### src/ssme_pkg.sv
package ssme_pkg;

  // Word width of values and results
  localparam int DATA_W = 32;

  // Default store depth
  localparam int DEPTH_DEF = 16;

  // Control from the sequencer to the value store
  typedef struct packed {
    logic wr_en;    // write one word and mark it live
    logic clr_one;  // clear the live bit of the extracted entry
    logic clr_all;  // clear every live bit at the end of a set
  } ssme_st_ctrl_t;

endpackage

### src/ssme_if.sv
// Input channel: one value word per handshake
interface ssme_in_if import ssme_pkg::*; ();
  logic                     valid;
  logic                     ready;
  logic signed [DATA_W-1:0] value;
  logic                     last_item;

  modport source (output valid, output value, output last_item, input ready);
  modport sink (input valid, input value, input last_item, output ready);
endinterface

// Result channel: one sorted word per handshake
interface ssme_out_if import ssme_pkg::*; ();
  logic                     valid;
  logic                     ready;
  logic signed [DATA_W-1:0] sorted_value;
  logic                     last_result;
  logic                     overflow;

  modport source (output valid, output sorted_value, output last_result,
                  output overflow, input ready);
  modport sink (input valid, input sorted_value, input last_result,
                input overflow, output ready);
endinterface

### src/ssme_store.sv
module ssme_store import ssme_pkg::*; #(
  parameter int DEPTH  = DEPTH_DEF,
  parameter int ADDR_W = $clog2(DEPTH)
) (
  input  logic                     clk,
  input  logic                     rst_n,
  input  ssme_st_ctrl_t            ctrl,
  input  logic [ADDR_W-1:0]        wr_addr,
  input  logic signed [DATA_W-1:0] wr_data,
  input  logic [ADDR_W-1:0]        rd_addr,
  input  logic [ADDR_W-1:0]        clr_addr,
  output logic signed [DATA_W-1:0] rd_data,
  output logic                     rd_live
);

  logic signed [DATA_W-1:0] mem_r [DEPTH];
  logic [DEPTH-1:0]         live_r;
  logic signed [DATA_W-1:0] rd_data_r;
  logic                     rd_live_r;

  // Value memory: one write port, one registered read port
  always_ff @(posedge clk) begin
    if (ctrl.wr_en) begin
      mem_r[wr_addr] <= wr_data;
    end
    rd_data_r <= mem_r[rd_addr];
  end

  // Live bits, one per entry
  always_ff @(posedge clk) begin
    if (!rst_n) begin
      live_r    <= '0;
      rd_live_r <= 1'b0;
    end else begin
      rd_live_r <= live_r[rd_addr];
      if (ctrl.clr_all) begin
        live_r <= '0;
      end else begin
        if (ctrl.wr_en) begin
          live_r[wr_addr] <= 1'b1;
        end
        if (ctrl.clr_one) begin
          live_r[clr_addr] <= 1'b0;
        end
      end
    end
  end

  assign rd_data = rd_data_r;
  assign rd_live = rd_live_r;

endmodule

### src/ssme_seq.sv
module ssme_seq import ssme_pkg::*; #(
  parameter int DEPTH  = DEPTH_DEF,
  parameter int ADDR_W = $clog2(DEPTH),
  parameter int CNT_W  = $clog2(DEPTH + 1)
) (
  input  logic                     clk,
  input  logic                     rst_n,
  // input side
  input  logic                     in_valid,
  output logic                     in_ready,
  input  logic signed [DATA_W-1:0] in_value,
  input  logic                     in_last,
  // result side
  output logic                     out_valid,
  input  logic                     out_ready,
  output logic signed [DATA_W-1:0] out_value,
  output logic                     out_last,
  output logic                     out_ovf,
  // store side
  output ssme_st_ctrl_t            st_ctrl,
  output logic [ADDR_W-1:0]        wr_addr,
  output logic signed [DATA_W-1:0] wr_data,
  output logic [ADDR_W-1:0]        rd_addr,
  output logic [ADDR_W-1:0]        clr_addr,
  input  logic signed [DATA_W-1:0] rd_data,
  input  logic                     rd_live
);

  localparam logic [CNT_W-1:0] FULL = CNT_W'(DEPTH);

  typedef enum logic [1:0] {S_COLLECT, S_SCAN, S_EMIT} state_t;

  state_t                   state_r, state_nxt;
  logic [CNT_W-1:0]         fill_r, fill_nxt;
  logic                     dropped_r, dropped_nxt;
  logic [CNT_W-1:0]         remain_r, remain_nxt;
  logic [CNT_W-1:0]         rd_cnt_r, rd_cnt_nxt;
  logic                     pend_r, pend_nxt;
  logic [ADDR_W-1:0]        pend_addr_r, pend_addr_nxt;
  logic                     have_best_r, have_best_nxt;
  logic signed [DATA_W-1:0] best_val_r, best_val_nxt;
  logic [ADDR_W-1:0]        best_idx_r, best_idx_nxt;
  logic                     out_valid_r, out_valid_nxt;
  logic signed [DATA_W-1:0] out_value_r, out_value_nxt;
  logic                     out_last_r, out_last_nxt;
  logic                     out_ovf_r, out_ovf_nxt;

  logic accept, rd_issue, take, scan_done, out_take;

  // Handshake and scan status
  assign in_ready  = (state_r == S_COLLECT);
  assign accept    = in_valid & in_ready;
  assign rd_issue  = (state_r == S_SCAN) && (rd_cnt_r < fill_r);
  // shared comparator: strict less keeps the earliest entry on ties
  assign take      = pend_r && rd_live && (!have_best_r || (rd_data < best_val_r));
  assign scan_done = (state_r == S_SCAN) && (rd_cnt_r == fill_r) && !pend_r;
  assign out_take  = out_valid_r & out_ready;

  // Store access
  assign wr_addr          = fill_r[ADDR_W-1:0];
  assign wr_data          = in_value;
  assign rd_addr          = rd_cnt_r[ADDR_W-1:0];
  assign clr_addr         = best_idx_r;
  assign st_ctrl.wr_en    = accept && (fill_r < FULL);
  assign st_ctrl.clr_one  = scan_done;
  assign st_ctrl.clr_all  = (state_r == S_EMIT) && out_take && (remain_r == CNT_W'(1));

  // Sequencer
  always_comb begin
    state_nxt     = state_r;
    fill_nxt      = fill_r;
    dropped_nxt   = dropped_r;
    remain_nxt    = remain_r;
    rd_cnt_nxt    = rd_cnt_r;
    pend_nxt      = 1'b0;
    pend_addr_nxt = rd_cnt_r[ADDR_W-1:0];
    have_best_nxt = have_best_r;
    best_val_nxt  = best_val_r;
    best_idx_nxt  = best_idx_r;
    out_valid_nxt = out_valid_r;
    out_value_nxt = out_value_r;
    out_last_nxt  = out_last_r;
    out_ovf_nxt   = out_ovf_r;

    case (state_r)
      S_COLLECT: begin
        if (accept) begin
          if (fill_r < FULL) begin
            fill_nxt = fill_r + CNT_W'(1);
          end else begin
            dropped_nxt = 1'b1;
          end
          if (in_last) begin
            remain_nxt    = (fill_r < FULL) ? fill_r + CNT_W'(1) : fill_r;
            rd_cnt_nxt    = '0;
            have_best_nxt = 1'b0;
            state_nxt     = S_SCAN;
          end
        end
      end
      S_SCAN: begin
        if (rd_issue) begin
          rd_cnt_nxt = rd_cnt_r + CNT_W'(1);
          pend_nxt   = 1'b1;
        end
        if (take) begin
          have_best_nxt = 1'b1;
          best_val_nxt  = rd_data;
          best_idx_nxt  = pend_addr_r;
        end
        if (scan_done) begin
          out_valid_nxt = 1'b1;
          out_value_nxt = best_val_r;
          out_last_nxt  = (remain_r == CNT_W'(1));
          out_ovf_nxt   = dropped_r;
          state_nxt     = S_EMIT;
        end
      end
      S_EMIT: begin
        if (out_take) begin
          out_valid_nxt = 1'b0;
          if (remain_r == CNT_W'(1)) begin
            fill_nxt    = '0;
            dropped_nxt = 1'b0;
            state_nxt   = S_COLLECT;
          end else begin
            rd_cnt_nxt    = '0;
            have_best_nxt = 1'b0;
            state_nxt     = S_SCAN;
          end
          remain_nxt = remain_r - CNT_W'(1);
        end
      end
      default: begin
        state_nxt = S_COLLECT;
      end
    endcase
  end

  // State and registered outputs
  always_ff @(posedge clk) begin
    if (!rst_n) begin
      state_r     <= S_COLLECT;
      fill_r      <= '0;
      dropped_r   <= 1'b0;
      remain_r    <= '0;
      rd_cnt_r    <= '0;
      pend_r      <= 1'b0;
      have_best_r <= 1'b0;
      out_valid_r <= 1'b0;
    end else begin
      state_r     <= state_nxt;
      fill_r      <= fill_nxt;
      dropped_r   <= dropped_nxt;
      remain_r    <= remain_nxt;
      rd_cnt_r    <= rd_cnt_nxt;
      pend_r      <= pend_nxt;
      have_best_r <= have_best_nxt;
      out_valid_r <= out_valid_nxt;
    end
    pend_addr_r <= pend_addr_nxt;
    best_val_r  <= best_val_nxt;
    best_idx_r  <= best_idx_nxt;
    out_value_r <= out_value_nxt;
    out_last_r  <= out_last_nxt;
    out_ovf_r   <= out_ovf_nxt;
  end

  assign out_valid = out_valid_r;
  assign out_value = out_value_r;
  assign out_last  = out_last_r;
  assign out_ovf   = out_ovf_r;

  // Checks
  a_fill_bound: assert property (@(posedge clk) disable iff (!rst_n)
    fill_r <= FULL)
    else $error("fill count beyond store depth");

  a_no_overlap: assert property (@(posedge clk) disable iff (!rst_n)
    !(in_ready && out_valid_r))
    else $error("input taken while a result is pending");

  a_remain_live: assert property (@(posedge clk) disable iff (!rst_n)
    (state_r == S_SCAN) |-> (remain_r != '0) && (fill_r != '0))
    else $error("scan with nothing left to extract");

  a_set_end: assert property (@(posedge clk) disable iff (!rst_n)
    (out_take && out_last_r) |=> (fill_r == '0) && !dropped_r && in_ready)
    else $error("store not emptied after the final result");

endmodule

### src/selection_sort_min_extract_top.sv
// Values are taken one word per cycle while the store collects a set.
// After the last value of a set with N stored words, each result takes
// a scan of one comparator over the store memory plus its output handshake.
// No input is taken from the last value until the final result is taken.
// Synchronous active-low reset empties the store and clears the result side.
module selection_sort_min_extract_top import ssme_pkg::*; #(
  parameter int DEPTH = DEPTH_DEF
) (
  input logic          clk,
  input logic          rst_n,
  ssme_in_if.sink      in_ch,
  ssme_out_if.source   out_ch
);

  localparam int ADDR_W = $clog2(DEPTH);
  localparam int CNT_W  = $clog2(DEPTH + 1);

  ssme_st_ctrl_t            st_ctrl;
  logic [ADDR_W-1:0]        wr_addr;
  logic signed [DATA_W-1:0] wr_data;
  logic [ADDR_W-1:0]        rd_addr;
  logic [ADDR_W-1:0]        clr_addr;
  logic signed [DATA_W-1:0] rd_data;
  logic                     rd_live;

  // Sequencer with the shared comparator
  ssme_seq #(
    .DEPTH  (DEPTH),
    .ADDR_W (ADDR_W),
    .CNT_W  (CNT_W)
  ) u_seq (
    .clk       (clk),
    .rst_n     (rst_n),
    .in_valid  (in_ch.valid),
    .in_ready  (in_ch.ready),
    .in_value  (in_ch.value),
    .in_last   (in_ch.last_item),
    .out_valid (out_ch.valid),
    .out_ready (out_ch.ready),
    .out_value (out_ch.sorted_value),
    .out_last  (out_ch.last_result),
    .out_ovf   (out_ch.overflow),
    .st_ctrl   (st_ctrl),
    .wr_addr   (wr_addr),
    .wr_data   (wr_data),
    .rd_addr   (rd_addr),
    .clr_addr  (clr_addr),
    .rd_data   (rd_data),
    .rd_live   (rd_live)
  );

  // Value store with live bits
  ssme_store #(
    .DEPTH  (DEPTH),
    .ADDR_W (ADDR_W)
  ) u_store (
    .clk      (clk),
    .rst_n    (rst_n),
    .ctrl     (st_ctrl),
    .wr_addr  (wr_addr),
    .wr_data  (wr_data),
    .rd_addr  (rd_addr),
    .clr_addr (clr_addr),
    .rd_data  (rd_data),
    .rd_live  (rd_live)
  );

endmodule
### src/flat_wrapper.sv
// flat-port wrapper written by rule: the top's interface ports become plain ports
module selection_sort_min_extract_top_flat import ssme_pkg::*;
#(
  parameter int DEPTH = DEPTH_DEF
)
  (clk, rst_n, in_ch_valid, in_ch_value, in_ch_last_item, in_ch_ready, out_ch_valid, out_ch_sorted_value, out_ch_last_result, out_ch_overflow, out_ch_ready);
  ssme_in_if in_ch_i ();
  ssme_out_if out_ch_i ();
  input logic clk;
  input logic rst_n;
  input wire logic [$bits(in_ch_i.valid)-1:0] in_ch_valid;
  input wire logic [$bits(in_ch_i.value)-1:0] in_ch_value;
  input wire logic [$bits(in_ch_i.last_item)-1:0] in_ch_last_item;
  output wire logic [$bits(in_ch_i.ready)-1:0] in_ch_ready;
  output wire logic [$bits(out_ch_i.valid)-1:0] out_ch_valid;
  output wire logic [$bits(out_ch_i.sorted_value)-1:0] out_ch_sorted_value;
  output wire logic [$bits(out_ch_i.last_result)-1:0] out_ch_last_result;
  output wire logic [$bits(out_ch_i.overflow)-1:0] out_ch_overflow;
  input wire logic [$bits(out_ch_i.ready)-1:0] out_ch_ready;
  assign in_ch_i.valid = in_ch_valid;
  assign in_ch_i.value = in_ch_value;
  assign in_ch_i.last_item = in_ch_last_item;
  assign in_ch_ready = in_ch_i.ready;
  assign out_ch_valid = out_ch_i.valid;
  assign out_ch_sorted_value = out_ch_i.sorted_value;
  assign out_ch_last_result = out_ch_i.last_result;
  assign out_ch_overflow = out_ch_i.overflow;
  assign out_ch_i.ready = out_ch_ready;
  selection_sort_min_extract_top #(.DEPTH(DEPTH)) u_core (.clk(clk), .rst_n(rst_n), .in_ch(in_ch_i), .out_ch(out_ch_i));
endmodule
### config.mk
export PLATFORM = sky130hd
export DESIGN_NAME = selection_sort_min_extract_top_flat
export DESIGN_NICKNAME = d
export VERILOG_FILES = /design/src/ssme_pkg.sv /design/src/ssme_if.sv /design/src/ssme_store.sv /design/src/ssme_seq.sv /design/src/selection_sort_min_extract_top.sv /design/src/flat_wrapper.sv
export SDC_FILE = /design/constraint.sdc
export NUM_CORES = 1
export LEC_CHECK = 0
export ABC_CLOCK_PERIOD_IN_PS = 7400
export BUFFER_PORTS_ARGS = -buffer_cell sky130_fd_sc_hd__clkbuf_2
export CAP_MARGIN = 20
export CORE_MARGIN = 2
export CORE_UTILIZATION = 45
export CTS_CLUSTER_SIZE = 30
export DETAILED_ROUTE_END_ITERATION = 6
export GPL_ROUTABILITY_DRIVEN = 0
export PLACE_DENSITY = 0.69
export SYNTH_ARGS = -nofsm -noshare
export SYNTH_HDL_FRONTEND = slang
export SYNTH_SLANG_ARGS = --single-unit
export TNS_END_PERCENT = 20
### constraint.sdc
create_clock -name clk -period 7.4 [get_ports clk]
set_clock_uncertainty 0.05 [all_clocks]
set_input_delay 1.48 -clock clk [delete_from_list [all_inputs] [get_ports clk]]
set_output_delay 1.48 -clock clk [all_outputs]
set_load 0.03 [all_outputs]
Word-level counts from Yosys, hierarchy flattened
Memory sizes are Yosys's and may differ from the RTL's. A register that Yosys moved wholly into a read port is not among the register bits.
Cells that the tools add are included.
{"block": "totals", "reg_bits": 112, "latchBits": 0, "ramBits": 512, "mem_bits_ro": 0, "inputBits": 37, "out_inout_bits": 36, "word_cells": 123, "memories": 1}
{"name": "u_core.u_store.mem_r", "depth": 16, "word_bits": 32, "read_ports": 1, "rd_ports_with_merged_regs": 1, "wr": 1, "line_no": "ssme_store.sv:16", "source": "logic signed [DATA_W-1:0] mem_r [DEPTH];"}
{"block": "op_classes", "add_sub_neg": 3, "multipliers": 0, "div_mod_pow": 0, "magnitude_cmp": 8, "n_eq_ne": 13, "shifts": 0, "n_mux": 48, "bitwise": 6, "n_reduce_logical": 28}
{"operator": "16-bit two-way mux", "n": 4}
{"operator": "5-bit two-way mux", "n": 12}
{"operator": "32-bit less-than comparator", "n": 1}
{"operator": "5-bit one-hot mux with 2 select lines", "n": 2}
{"operator": "1-bit two-way mux", "n": 18}
{"operator": "16-bit bitwise AND", "n": 1}
{"operator": "16-bit inverter", "n": 1}
{"operator": "16-bit OR", "n": 1}
{"operator": "4-bit by 5-bit less-than comparator with 1-bit output (second input constant)", "n": 3}
{"operator": "5-bit one-hot mux with 3 select lines", "n": 1}
{"operator": "2-bit inequality test (second input constant)", "n": 7}
{"operator": "4-bit AND reduction", "n": 3}
{"operator": "6-bit AND reduction", "n": 2}
{"operator": "5-bit by 1-bit adder with 5-bit output (second input constant)", "n": 2}
{"operator": "1-bit logical AND", "n": 10}
{"operator": "1-bit demux with 4-bit select", "n": 2}
{"operator": "4-bit by 1-bit >= comparator with 1-bit output (second input constant)", "n": 2}
{"operator": "2-bit two-way mux", "n": 4}
{"operator": "2-bit one-hot mux with 3 select lines", "n": 1}
{"operator": "2-bit AND reduction", "n": 3}
{"operator": "5-bit by 1-bit == test with 1-bit output (second input constant)", "n": 1}
{"operator": "5-bit == test", "n": 1}
{"operator": "5-bit less-than comparator", "n": 1}
{"operator": "5-bit less-than comparator (second input constant)", "n": 1}
{"operator": "other kinds (17)", "n": 22}

Depth between registers and ports, before layout
{"block": "depth", "ltp_word": 10, "depth_mapped": 10, "depth_no_buf": 8}

By module
From an unflattened synthesis, not the netlist that was laid out.
{"block": "hier_totals", "cells_unflattened": 1294, "area_unflattened_um2": 25238.0}
{"mod": "ssme_store", "n_inst": 1, "cells_each": 911, "area_each_um2": 20644.8}
{"mod": "ssme_seq", "n_inst": 1, "cells_each": 383, "area_each_um2": 4593.2}

Least setup slack after synthesis
No wires, ideal clock.
{"block": "synth_path", "path_kind": "input-to-reg", "startpoint": "input in_ch_valid", "endpoint": "register u_core.u_store.live_r[0]", "setup_time_ps": 78, "arrival_time_ps": 4411, "t_required_ps": 7272, "path_slack_ps": 2860, "path_stages": 5, "path_buffers": 0, "cell_sequence": "and3_1 > nand2_1 > nor3_1 > o21ai_0 > a21oi_1"}
{"block": "synth_between", "elab_chain_len": 7}
{"element": "from (decl)", "line_no": "flat_wrapper.sv:11", "source": "input wire logic [$bits(in_ch_i.valid)-1:0] in_ch_valid;"}
{"element": "1-bit bitwise AND (*)", "line_no": "ssme_seq.sv:52", "source": "assign accept = in_valid & in_ready;"}
{"element": "1-bit logical AND (*)", "line_no": "ssme_seq.sv:64", "source": "assign st_ctrl.wr_en = accept && (fill_r < FULL);"}
{"element": "16-bit two-way mux (*)", "line_no": "ssme_store.sv:39", "source": "if (ctrl.wr_en) begin"}
{"element": "16-bit two-way mux (*)", "line_no": "ssme_store.sv:36", "source": "if (ctrl.clr_all) begin"}
{"element": "16-bit two-way mux (*)", "line_no": "ssme_store.sv:31", "source": "if (!rst_n) begin"}
{"element": "16-bit bitwise AND (no line)"}
{"element": "16-bit two-way mux (*)", "line_no": "ssme_store.sv:42", "source": "if (ctrl.clr_one) begin"}
{"element": "to (signal assigned)", "line_no": "ssme_store.sv:32", "source": "live_r <= '0;"}
{"element": "to (signal assigned)", "line_no": "ssme_store.sv:37", "source": "live_r <= '0;"}
{"element": "to (signal, indexed assignment)", "line_no": "ssme_store.sv:43", "source": "live_r[clr_addr] <= 1'b0;"}
{"element": "to (decl)", "line_no": "ssme_store.sv:17", "source": "logic [DEPTH-1:0] live_r;"}
Mark *: on every way between the ends. The rest lies on a longest branch, timed or not. The select of a mux whose other input is x is not followed.
A chain may end at the register's enable or synchronous reset.

Worst setup path in the final report
{"block": "layout_path", "startpoint": "register u_core.u_seq.best_val_r[23]", "endpoint": "register u_core.u_seq.best_idx_r[2] (netlist: u_core.u_seq.clr_addr[2]), enable pin"}
{"block": "layout_between", "elab_chain_len": 4}
{"element": "from (decl)", "line_no": "ssme_seq.sv:41", "source": "logic signed [DATA_W-1:0] best_val_r, best_val_nxt;"}
{"element": "from (signal assigned)", "line_no": "ssme_seq.sv:162", "source": "best_val_r <= best_val_nxt;"}
{"element": "32-bit less-than comparator", "line_no": "ssme_seq.sv:55", "source": "assign take = pend_r && rd_live && (!have_best_r || (rd_data < best_val_r));"}
{"element": "1-bit logical OR", "line_no": "ssme_seq.sv:55"}
{"element": "1-bit logical AND", "line_no": "ssme_seq.sv:55"}
{"element": "2-bit AND reduction (no line)"}
{"element": "to (signal assigned)", "line_no": "ssme_seq.sv:163", "source": "best_idx_r <= best_idx_nxt;"}
{"element": "to (decl)", "line_no": "ssme_seq.sv:42", "source": "logic [ADDR_W-1:0] best_idx_r, best_idx_nxt;"}
Every way passes these cells.

==> results.ini <==
[sta]
relSlewSlack_pct=28.1
period_share_pct=49.3
tightest_slew_ns=1.08
hold_violations=0
fmax_ghz=0.274
post-route-min-period_ns=3.65
rsz0062_at_grt=no
setup_viol=0
setup_tns_ns=0
slew_violations=0

[synth]
syn-num-nets=1256
ys_ff_latch=656
netlist_area_mm2=0.0248
synth-seq-area-share_pct=76.3
synth_edf_count=582
ys.warnings.count=0
async_flop_share_pct=0
synth_cell_types=46
avgSynthCellArea_um2=21.1
syn_inst=1176
synth_ff_type=edfxtp_1

[placement]
placed_cell_area_mm2=0.0262
port_buffers=72
place_inst=1930
dp.final_hpwl_um=27200

[finish]
final_cells=2056
fin_util_pct=51.7
drive_gt1_share_pct=29.1
n_antenna_cell=0
final_area_mm2=0.0284
fin_nets=1378
multiInputGateArea_mm2=0.00560
areaGrowthSynthToFinish_pct=14.2
filler_cell_count=4301
register_area_mm2=0.0190

[critical_path]
crit_fanout=36
crit_path_end_kind=flip-flop
startpoint=u_core.u_seq.best_val_r[23]$_DFFE_PP_
cp_cell_sequence=inv_1, ha_1, and3_1, a221o_1, a221oi_1, o211ai_1, a311oi_1, and3_2
cp-start-kind=flip-flop
arrival_ns=3.80
max_stage_delay_ns=0.99
slowest_stage=and3_2
critPathKind=reg -> reg
regToRegStartpoint=u_core.u_seq.best_val_r[23]$_DFFE_PP_
required_ns=7.56

[power]
p_leak_nw=9.12
p_per_area_mw_per_mm2=277
ir_worst_vdd_uv=172
total_power_mw=7.87

[clock_network]
cts.sinks=656
cts_buffers=69
clockRootBuffer=clkbuf_16
cts_tree=yes
htree_levels=3
insertion_delay_ns=0.60
clk_pin_slew_worst_paths_ns=0.06
clockBufferDepth=3
post_cts_resize_count=0
hold_buffers=0
cts_setup_buffers=0

[grt]
grt_max_degree=110
grt_usage_pct=18.0
met1_usage_pct=25.5
met3_usage_pct=3.76
grt-busiest-layer=met2
grt_util_met2_pct=28.4
overflow=0
antenna_found_initial=2
grt_pass1_wl_um=75400
grt_pass1_vias=12200

[drt]
routed-via-count=11700
wl_per_cell_um=24.3
postRouteAntennaNets=0
drt-initial-drc-count=1158
drc=0
viasPerCell=5.68
routed_wl_um=50000
dr.pass1.iters=5

[die]
start_util_pct=45.3
die_w_um=239
die_area_mm2=0.0571
ios=73
core-area_mm2=0.0549
fp.dieH_um=239
rows=86

[status]
outcome=complete, no violations

[worst_hold_path]
min_from=u_core.u_seq.pend_addr_r[1]$_DFF_P_
hold_path.class=reg -> reg

[flow_run]
maxCapViolCount=0

## where the power goes
part / leakage (nW) / internal (mW) / switching (mW)
Sequential: 5.87 / 4.12 / 0.0430
Combinational: 2.18 / 0.148 / 0.229
Clock: 1.08 / 1.94 / 1.38
Total: 9.12 / 6.21 / 1.65
## cell families (layout without fill, tap and decap cells)
logic type / count (synthesis) / after routing / synth area share, %
compound gates: 90 / 90 / 2.23
xor+xnor: 3 / 3 / 0.106
fa+ha+maj: 43 / 43 / 2.17
buf+inv: 89 / 265 / 1.61
flops: 656 / 656 / 76.3
mux: 168 / 168 / 15.1
simple gates: 127 / 127 / 2.51
## synth_stat cells, types with 8 or more instances
library cell  count  area share (%)
nor2_1           41            0.62
a21oi_1          35            0.71
clkbuf_1         20            0.30
ha_1             43             2.2
nand2b_1          8            0.20
mux4_2          165              15
nand2_1          31            0.47
dfxtp_1          74             6.0
buf_2            16            0.32
nand3_1          10            0.20
edfxtp_1        582              70
o21ai_0          23            0.46
nor3_1            9            0.18
inv_1            41            0.62
## placed cells by master, fill, tap and decap left out, types with 3 or more instances in the layout
| master | netlist | routed |
|---|---|---|
| nor2_1 | 41 | 29 |
| inv_1 | 41 | 41 |
| mux4_2 | 165 | 165 |
| clkbuf_16 | 0 | 74 |
| or3_1 | 4 | 4 |
| clkbuf_8 | 0 | 3 |
| buf_4 | 0 | 25 |
| edfxtp_1 | 582 | 582 |
| a21oi_1 | 35 | 35 |
| xnor2_1 | 3 | 3 |
| nand2_1 | 31 | 31 |
| nor2_4 | 0 | 12 |
| clkbuf_2 | 0 | 72 |
| nand3_1 | 10 | 10 |
| mux2i_1 | 3 | 3 |
| o211ai_1 | 3 | 3 |
| nor3_1 | 9 | 5 |
| clkinv_2 | 0 | 15 |
| a21o_1 | 3 | 3 |
| dfxtp_1 | 74 | 70 |
| clkbuf_1 | 20 | 21 |
| ha_1 | 43 | 43 |
| o21a_1 | 4 | 4 |
| o221a_2 | 6 | 6 |
| nand4_1 | 6 | 6 |
| nor2b_1 | 4 | 4 |
| clkinv_1 | 1 | 5 |
| nand2b_1 | 8 | 8 |
| nor3_2 | 0 | 4 |
| o21ai_0 | 23 | 23 |
## critical path: cells and delay by family (launching register included)
family          cells  cell delay (ns)
compound gates      4             1.29
fa+ha+maj           1             0.24
buf+inv             1             0.07
flops               1             0.38
simple gates        2             1.21
## area by class of cell
cell class	instances	share of cell area (%)
sequential	656	66.9
multi-input combinational	431	19.7
clock buffer	98	6.95
tap	704	3.11
timing repair buffer	98	2.00
clock inverter	27	0.772
inverter	42	0.556
## routing by layer
| metal | vias to the layer above | part of all wire, % |
|---|---|---|
| li1 | 5079 | - |
| met1 | 6155 | 43 |
| met2 | 354 | 48 |
| met3 | 86 | 6.0 |
| met4 | 2 | 2.5 |
| met5 | - | 0.020 |
## flip-flops by register name (all words and copies together), names as in the netlist
signal,flops
u_core.u_seq.best_val_r,32
u_core.u_store.mem_r,512
u_core.u_store.rd_live,1
u_core.u_seq.have_best_r,1
u_core.u_seq.fill_r,5
u_core.u_seq.pend_r,1
u_core.u_seq.out_last,1
u_core.u_seq.clr_addr,4
u_core.u_store.live_r,16
u_core.u_seq.out_valid,1
u_core.u_seq.out_ovf,1
u_core.u_seq.out_value,32
u_core.u_seq.dropped_r,1
u_core.u_seq.pend_addr_r,4
u_core.u_store.rd_data,32
u_core.u_seq.state_r,2
u_core.u_seq.remain_r,5
u_core.u_seq.rd_cnt_r,5
## per-stage QoR
step	hold slack, ns	setup slack (ns)
2_1_floorplan	0.300	2.86
3_3_place_gp	0.337	3.78
3_5_place_dp	0.340	3.76
4_1_cts	0.355	3.71
5_1_grt	0.362	3.51
6_report	0.356	3.75
## path summary, 6_finish.rpt
| path | to | slack (ns) | depth (start not counted) |
|---|---|---|---|
| worst max-delay path | u_core.u_seq.clr_addr[2]$_DFFE_PP_ | 3.75 | 8 |
| worst min-delay path | u_core.u_seq.clr_addr[1]$_DFFE_PP_ | 0.36 | 0 |
| worst max register to register | u_core.u_seq.clr_addr[2]$_DFFE_PP_ | 3.75 | 8 |
| worst min register to register | u_core.u_seq.clr_addr[1]$_DFFE_PP_ | 0.36 | 0 |
Power figures use the tool's default switching activity.
